### config.mk
export PLATFORM = sky130hd
export DESIGN_NAME = glob_wildcard_matcher
export DESIGN_NICKNAME = d
export VERILOG_FILES = /design/src/gwm_pkg.sv /design/src/glob_wildcard_matcher.sv /design/src/gwm_mem.sv /design/src/gwm_engine.sv
export VERILOG_INCLUDE_DIRS = /design/src /design/src/src
export SDC_FILE = /design/constraint.sdc
export NUM_CORES = 2
export LEC_CHECK = 0
export BUFFER_PORTS_ARGS = -buffer_cell sky130_fd_sc_hd__buf_2
export CAP_MARGIN = 10
export CORE_MARGIN = 2
export CORE_UTILIZATION = 60
export DETAILED_ROUTE_END_ITERATION = 10
export PLACE_DENSITY_LB_ADDON = 0.12
export SYNTH_ARGS = -nofsm -noshare
export SYNTH_HDL_FRONTEND = slang
export SYNTH_SLANG_ARGS = --single-unit
### constraint.sdc
create_clock -name clk -period 6.03 [get_ports clk]
set_input_delay 1.206 -clock clk [delete_from_list [all_inputs] [get_ports clk]]
set_output_delay 1.206 -clock clk [all_outputs]
set_load 0.005 [all_outputs]
### src/glob_wildcard_matcher_macros.svh
// Assertion macros used by the gwm_engine RTL file.
`ifndef GLOB_WILDCARD_MATCHER_MACROS_SVH
`define GLOB_WILDCARD_MATCHER_MACROS_SVH
`ifndef NO_ASSERTIONS
`define GWM_ASSERT_IMPL(name, ante, cons) \
	name: assert property (@(posedge clk) disable iff (!arst_n) (ante) |-> (cons)) \
		else $error("gwm: implication check failed");
`define GWM_ASSERT_NEXT(name, ante, cons) \
	name: assert property (@(posedge clk) disable iff (!arst_n) (ante) |=> (cons)) \
		else $error("gwm: next-cycle check failed");
`else
`define GWM_ASSERT_IMPL(name, ante, cons)
`define GWM_ASSERT_NEXT(name, ante, cons)
`endif
`endif

### src/gwm_pkg.sv
package gwm_pkg;

	localparam int MAX_PATTERN_DEF = 64;
	localparam int MAX_SUBJECT_DEF = 256;

	localparam logic [7:0] CH_STAR     = 8'h2A;
	localparam logic [7:0] CH_QUES     = 8'h3F;
	localparam logic [7:0] CH_UPPER_A  = 8'h41;
	localparam logic [7:0] CH_UPPER_Z  = 8'h5A;
	localparam logic [7:0] CASE_OFFSET = 8'h20;

	localparam logic OP_PATTERN = 1'b0;
	localparam logic OP_SUBJECT = 1'b1;

	typedef enum logic [1:0] {
		ST_IDLE,
		ST_READ,
		ST_EVAL,
		ST_DONE
	} state_t;

	typedef struct packed {
		logic done;
		logic matched;
		logic overflow;
	} result_t;

	function automatic logic [7:0] fold(input logic [7:0] c, input logic mode);
		logic [7:0] r;
		r = c;
		if (mode && (c inside {[CH_UPPER_A:CH_UPPER_Z]})) begin
			r = c + CASE_OFFSET;
		end
		return r;
	endfunction

endpackage

### src/glob_wildcard_matcher.sv
// Pattern and non-terminating subject bytes: one transaction per cycle while idle,
// no result. Subject zero byte: input stalls while the match walks both memories,
// each compare step a memory read state then an evaluate state; a done state then
// posts the result. An overflowed pair goes from idle to done, without a walk.
// Reset clears lengths, overflow flag and output valid, sets case_mode to 1;
// memory contents are not cleared.
module glob_wildcard_matcher #(
	parameter int MAX_PATTERN = gwm_pkg::MAX_PATTERN_DEF,
	parameter int MAX_SUBJECT = gwm_pkg::MAX_SUBJECT_DEF
) (
	input  logic       clk,
	input  logic       arst_n,
	input  logic       in_valid,
	output logic       in_stall,
	input  logic       operation,
	input  logic [7:0] char_value,
	output logic       out_valid,
	input  logic       out_stall,
	output logic       matched,
	output logic       overflow,
	input  logic       cfg_valid,
	output logic       cfg_ready,
	input  logic       case_mode
);

	localparam int PAW = $clog2(MAX_PATTERN);
	localparam int SAW = $clog2(MAX_SUBJECT);
	localparam int PLW = $clog2(MAX_PATTERN + 1);
	localparam int SLW = $clog2(MAX_SUBJECT + 1);

	logic           case_mode_q;
	logic [PLW-1:0] plen_q;
	logic [SLW-1:0] slen_q;
	logic           ovf_q;
	logic           out_valid_q, matched_q, overflow_q;

	logic           in_acc, is_zero, pat_wen, sub_wen, pat_full, sub_full, start, take, busy;
	logic [PAW-1:0] pat_raddr;
	logic [SAW-1:0] sub_raddr;
	logic [7:0]     pat_rdata, sub_rdata;
	gwm_pkg::result_t result;

	assign cfg_ready = 1'b1;
	assign in_stall  = busy;
	assign in_acc    = in_valid && !in_stall;
	assign is_zero   = (char_value == 8'd0);
	assign pat_full  = (plen_q == PLW'(MAX_PATTERN));
	assign sub_full  = (slen_q == SLW'(MAX_SUBJECT));
	assign pat_wen   = in_acc && operation == gwm_pkg::OP_PATTERN && !is_zero && !pat_full;
	assign sub_wen   = in_acc && operation == gwm_pkg::OP_SUBJECT && !is_zero && !sub_full;
	assign start     = in_acc && operation == gwm_pkg::OP_SUBJECT && is_zero;
	assign take      = !out_valid_q || !out_stall;

	gwm_mem #(.DEPTH(MAX_PATTERN)) u_pat_mem (
		.clk   (clk),
		.wen   (pat_wen),
		.waddr (plen_q[PAW-1:0]),
		.wdata (char_value),
		.raddr (pat_raddr),
		.rdata (pat_rdata)
	);

	gwm_mem #(.DEPTH(MAX_SUBJECT)) u_sub_mem (
		.clk   (clk),
		.wen   (sub_wen),
		.waddr (slen_q[SAW-1:0]),
		.wdata (char_value),
		.raddr (sub_raddr),
		.rdata (sub_rdata)
	);

	gwm_engine #(
		.MAX_PATTERN (MAX_PATTERN),
		.MAX_SUBJECT (MAX_SUBJECT)
	) u_engine (
		.clk       (clk),
		.arst_n    (arst_n),
		.start     (start),
		.start_ovf (ovf_q),
		.case_mode (case_mode_q),
		.pat_len   (plen_q),
		.sub_len   (slen_q),
		.pat_rdata (pat_rdata),
		.sub_rdata (sub_rdata),
		.take      (take),
		.pat_raddr (pat_raddr),
		.sub_raddr (sub_raddr),
		.busy      (busy),
		.result    (result)
	);

	always_ff @(posedge clk or negedge arst_n) begin
		if (!arst_n) begin
			case_mode_q <= 1'b1;
			plen_q      <= '0;
			slen_q      <= '0;
			ovf_q       <= 1'b0;
			out_valid_q <= 1'b0;
		end else begin
			if (cfg_valid && cfg_ready) begin
				case_mode_q <= case_mode;
			end
			if (result.done) begin
				plen_q <= '0;
				slen_q <= '0;
				ovf_q  <= 1'b0;
			end else if (in_acc && !is_zero) begin
				if (operation == gwm_pkg::OP_PATTERN) begin
					if (pat_full) begin
						ovf_q <= 1'b1;
					end else begin
						plen_q <= plen_q + 1'b1;
					end
				end else begin
					if (sub_full) begin
						ovf_q <= 1'b1;
					end else begin
						slen_q <= slen_q + 1'b1;
					end
				end
			end
			if (result.done) begin
				out_valid_q <= 1'b1;
			end else if (out_valid_q && !out_stall) begin
				out_valid_q <= 1'b0;
			end
		end
	end

	always_ff @(posedge clk) begin
		if (result.done) begin
			matched_q  <= result.matched;
			overflow_q <= result.overflow;
		end
	end

	assign out_valid = out_valid_q;
	assign matched   = matched_q;
	assign overflow  = overflow_q;

endmodule

### src/gwm_mem.sv
module gwm_mem #(
	parameter int DEPTH = gwm_pkg::MAX_PATTERN_DEF,
	parameter int AW    = $clog2(DEPTH)
) (
	input  logic          clk,
	input  logic          wen,
	input  logic [AW-1:0] waddr,
	input  logic [7:0]    wdata,
	input  logic [AW-1:0] raddr,
	output logic [7:0]    rdata
);

	logic [7:0] mem_q [DEPTH];
	logic [7:0] rdata_q;

	always_ff @(posedge clk) begin
		if (wen) begin
			mem_q[waddr] <= wdata;
		end
		rdata_q <= mem_q[raddr];
	end

	assign rdata = rdata_q;

endmodule

### src/gwm_engine.sv
`include "glob_wildcard_matcher_macros.svh"

module gwm_engine #(
	parameter int MAX_PATTERN = gwm_pkg::MAX_PATTERN_DEF,
	parameter int MAX_SUBJECT = gwm_pkg::MAX_SUBJECT_DEF,
	parameter int PAW = $clog2(MAX_PATTERN),
	parameter int SAW = $clog2(MAX_SUBJECT),
	parameter int PLW = $clog2(MAX_PATTERN + 1),
	parameter int SLW = $clog2(MAX_SUBJECT + 1)
) (
	input  logic              clk,
	input  logic              arst_n,
	input  logic              start,
	input  logic              start_ovf,
	input  logic              case_mode,
	input  logic [PLW-1:0]    pat_len,
	input  logic [SLW-1:0]    sub_len,
	input  logic [7:0]        pat_rdata,
	input  logic [7:0]        sub_rdata,
	input  logic              take,
	output logic [PAW-1:0]    pat_raddr,
	output logic [SAW-1:0]    sub_raddr,
	output logic              busy,
	output gwm_pkg::result_t  result
);

	gwm_pkg::state_t state_q, state_nxt;

	logic [PLW-1:0] p_q, p_nxt, star_p_q, star_p_nxt, p_inc;
	logic [SLW-1:0] s_q, s_nxt, resume_q, resume_nxt, s_inc;
	logic           star_q, star_nxt;
	logic           res_match_q, res_ovf_q;
	logic           fin, fin_match;
	logic           p_end, s_end, pstar, eq;

	assign p_inc = p_q + 1'b1;
	assign s_inc = s_q + 1'b1;
	assign p_end = (p_q == pat_len);
	assign s_end = (s_q == sub_len);
	assign pstar = !p_end && (pat_rdata == gwm_pkg::CH_STAR);
	assign eq    = !p_end && ((gwm_pkg::fold(pat_rdata, case_mode) ==
		gwm_pkg::fold(sub_rdata, case_mode)) || (pat_rdata == gwm_pkg::CH_QUES));

	always_comb begin
		p_nxt      = p_q;
		s_nxt      = s_q;
		star_p_nxt = star_p_q;
		resume_nxt = resume_q;
		star_nxt   = star_q;
		fin        = 1'b0;
		fin_match  = 1'b0;
		if (s_end) begin
			if (p_end) begin
				fin       = 1'b1;
				fin_match = 1'b1;
			end else if (pstar) begin
				p_nxt = p_inc;
			end else begin
				fin = 1'b1;
			end
		end else if (pstar) begin
			p_nxt = p_inc;
			if (p_inc == pat_len) begin
				fin       = 1'b1;
				fin_match = 1'b1;
			end else begin
				star_p_nxt = p_inc;
				resume_nxt = s_inc;
				star_nxt   = 1'b1;
			end
		end else if (eq) begin
			p_nxt = p_inc;
			s_nxt = s_inc;
		end else if (star_q) begin
			p_nxt      = star_p_q;
			s_nxt      = resume_q;
			resume_nxt = resume_q + 1'b1;
		end else begin
			fin = 1'b1;
		end
	end

	always_comb begin
		state_nxt = state_q;
		case (state_q)
			gwm_pkg::ST_IDLE: begin
				if (start) begin
					state_nxt = start_ovf ? gwm_pkg::ST_DONE : gwm_pkg::ST_READ;
				end
			end
			gwm_pkg::ST_READ: state_nxt = gwm_pkg::ST_EVAL;
			gwm_pkg::ST_EVAL: state_nxt = fin ? gwm_pkg::ST_DONE : gwm_pkg::ST_READ;
			gwm_pkg::ST_DONE: begin
				if (take) begin
					state_nxt = gwm_pkg::ST_IDLE;
				end
			end
			default: state_nxt = gwm_pkg::ST_IDLE;
		endcase
	end

	always_comb begin
		busy            = (state_q != gwm_pkg::ST_IDLE);
		pat_raddr       = p_q[PAW-1:0];
		sub_raddr       = s_q[SAW-1:0];
		result.done     = (state_q == gwm_pkg::ST_DONE) && take;
		result.matched  = res_match_q;
		result.overflow = res_ovf_q;
	end

	always_ff @(posedge clk or negedge arst_n) begin
		if (!arst_n) begin
			state_q <= gwm_pkg::ST_IDLE;
		end else begin
			state_q <= state_nxt;
		end
	end

	always_ff @(posedge clk) begin
		if (state_q == gwm_pkg::ST_IDLE && start) begin
			p_q         <= '0;
			s_q         <= '0;
			star_p_q    <= '0;
			resume_q    <= '0;
			star_q      <= 1'b0;
			res_match_q <= 1'b0;
			res_ovf_q   <= start_ovf;
		end else if (state_q == gwm_pkg::ST_EVAL) begin
			p_q      <= p_nxt;
			s_q      <= s_nxt;
			star_p_q <= star_p_nxt;
			resume_q <= resume_nxt;
			star_q   <= star_nxt;
			if (fin) begin
				res_match_q <= fin_match;
			end
		end
	end

	`GWM_ASSERT_IMPL(a_start_idle, start, state_q == gwm_pkg::ST_IDLE)
	`GWM_ASSERT_NEXT(a_read_eval, state_q == gwm_pkg::ST_READ, state_q == gwm_pkg::ST_EVAL)
	`GWM_ASSERT_IMPL(a_p_range, state_q == gwm_pkg::ST_EVAL, p_q <= pat_len)
	`GWM_ASSERT_IMPL(a_s_range, state_q == gwm_pkg::ST_EVAL, s_q <= sub_len)
	`GWM_ASSERT_IMPL(a_res_excl, result.done, !(result.matched && result.overflow))

endmodule

==> metrics.txt <==
Pint 0.03110 W; Slew Limit Fails 0; cell taking the most area after synthesis edfxtp_1; post-synthesis cell count 4,545; starting utilization of the core area around three fifths; max_cap viols 0; Post-CTS Resized 0; Tot GR Track Use approximately 28%; post-synthesis xor/xnor area fraction less than 1%; Syn Nets around 4,600; CP endpoint kind flop; worst setup path class reg -> reg; CTS hold repair buffers 0; vias in the first global route 48,280; DR iter-0 viols between 6,000 and 7,000; Post-synth EDFFs between 2,000 and 3,000; Die ar. about 170,000 um^2; routed length per placed instance 33.30 um; Crit Path Max Fanout 17; Leakage 35.64 nW; P_sw between 0.008 and 0.009 W; CTS buffer count 282; Post-route DRC 0; number of synthesized register bits ~2,600; Clock Pin Slew Worst Setup and Hold Paths about 60 ps; Hold WC Path Type in -> async; Post-DRT Antenna Nets 0; CTS max path bufs 4; CTS tree done; Syn Area/Cell about 23 um^2; largest net degree at the start of global routing approximately 170; Crit path required time 6810 ps; simple-gate area share of the yosys netlist under 10%; main combinational cell family by area after synthesis multiplexers; pwr dens ~350 nW/um^2; setup tns final 0 ps; Finish-stage setup viols 0; Total Routed Length 236.3 mm; I/O Buffers 18; yosys warns 0; H-tree depth 5; flop2flop setup slack ~1700 ps; Synth top cells by count edfxtp_1, mux4_2, nor2_1; gpl congestion around 0.85; Synth Area in Compound Gates less than 1%; fin crit share around 72%; P&R area growth vs syn 11.25%; Placeable Area 169,800 um^2; share of layout cells above drive strength 1 27.90%; first-pass GRT wire length around 350 mm; async set-reset flop share out of synthesis 0.7973%; worst slew pin tran 1075 ps; Critical Path Source Type flop; CTS Root Cell clkbuf_16; Primary FF master, synth edfxtp_1; Top-Level Pins 20; reg-to-reg startpoint slen_q[6]; Area contributors post-synth edfxtp_1, mux4_2, nor2_1; clock share of power 41.3%; Final Net Count ~4,700; Final Skew ~37 ps; share of the synthesized area in the top cell type ~75%; status finished clean; crit path DAT between 5000 and 6000 ps; Gate power share under 10%; mux share of post-synthesis cell area a little under a fifth; Synth Area in Adders 0.1339%; sw frac between 20 and 25%; Netlist cell types 64; CTS Sinks about 2,600; total gr overflow 0; part of the power in registers about half; Initial DRT Pass Iterations 6; Die Span X between 400 and 500 um; fin crit period between 4000 and 5000 ps; initial antenna violation count 12; Power, Total between 0.03 and 0.04 W; R2R Path End slen_q[8]; Synth Cell Area 102,800 um^2; row count approximately 150; unrepaired setup endpoints after global routing no; Worst-Skew Late Latency a little over 900 ps; Via density 6.788; R2R cell count 8; die height about 420 um; peak supply drop between 0.0003 and 0.0004 V; final hold vios 0; top-count cell post-synth edfxtp_1; Setup Fix Bufs, Post-CTS 0; hpwl dp 141.5 mm; post-synthesis sequential area ratio between 70 and 80%; total vias in the final route 48,180; Fmax ~230 MHz; slew margin rel. between 20% and 30%
-- power groups by stage --
stage | combinational, W | clock, W | sequential (W)
6_report | 0.00292 | 0.0165 | 0.0205
5_1_grt | 0.00305 | 0.0174 | 0.0205
4_1_cts | 0.00293 | 0.0167 | 0.0205
3_5_place_dp | 0.00292 | 0 | 0.0208
3_3_place_gp | 0.00290 | 0 | 0.0208
2_1_floorplan | 0.00176 | 0 | 0.0207
-- through the flow --
| step | std cells | utilization, % | hold slack, ps | setup slack [ps] | cell area, um^2 |
|---|---|---|---|---|---|
| finish | 7098 | 67.33 | 332.6 | 1678 | 114400 |
| global route | 7092 | 67.32 | 338.8 | 1576 | 114300 |
| CTS | 7092 | 67.32 | 287.2 | 1770 | 114300 |
| detailed placement | 6616 | 62.22 | 411.5 | 1138 | 105700 |
| global placement | 6616 | 62.22 | 401.8 | 1150 | 105700 |
| floorplan | 4545 | - | 400.3 | 2597 | 102800 |
-- registers in the layout (all words and copies together), names as in the netlist, 2 cells and up --
| name | count |
|---|---|
| u_engine.state_q | 2 |
| u_sub_mem.mem_q | 2048 |
| u_pat_mem.rdata | 8 |
| plen_q | 7 |
| u_engine.s_q | 9 |
| u_pat_mem.mem_q | 512 |
| u_engine.p_q | 7 |
| u_sub_mem.rdata | 8 |
| u_engine.star_p_q | 7 |
| u_engine.resume_q | 9 |
| slen_q | 9 |
-- area by class of cell --
class,instances,area (um^2)
inverter,21,78.83
clock buffer,360,7551
tap,2218,2775
fill,10470,55490
antenna,6,15.01
clock inverter,116,1112
timing repair buffer,121,1194
sequential,2634,78520
multi-input combinational,1622,23120
-- layer usage --
metal	share of wire, %	vias up	global-route usage (%)
li1	-	19430	-
met1	41	26000	42.06
met2	48	2383	42.04
met3	8.4	363	5.211
met4	2.7	4	7.985
met5	0.011	-	0
-- layout by cell type, fill, tap and decap left out, drive strengths merged, types with 24 or more instances in the layout --
master,Yosys,layout
dfxtp,50,50
nand3,36,36
xor2,25,25
inv,20,24
nor3,26,26
edfxtp,2563,2563
nor2,380,380
clkinv,1,84
a21oi,27,27
nand2,77,77
clkbuf,169,360
mux4,848,848
buf,99,121
-- worst max-delay path by stage --
stage | start | end | slack [ps]
after floorplan | char_value[4] | u_sub_mem.mem_q[196][0] | 2600
after global placement | char_value[5] | u_sub_mem.mem_q[12][1] | 1150
after detailed placement | char_value[5] | u_sub_mem.mem_q[242][6] | 1140
after CTS | slen_q[6] | slen_q[8] | 1770
after global routing | slen_q[6] | slen_q[8] | 1580
final | slen_q[6] | slen_q[8] | 1680
-- worst max-delay path, stage by stage, from the launching register on --
cell and delay, ps:
dfrtp_1 520, nor2_1 150, nand2_1 730, or3_1 260, and3_1 440, nand3_2 840, nor2_1 1020, xnor2_1 190
nor2_1 50
-- logic make-up after synthesis --
kind of cell,Yosys count
buffers and inverters,289
multiplexers,868
XOR/XNOR,47
AO/OA/AOI/OAI,105
AND/OR/NAND/NOR,590
adder cells (fa/ha/maj),11
flip-flops,2634
other,1
Power figures use the tool's default switching activity.
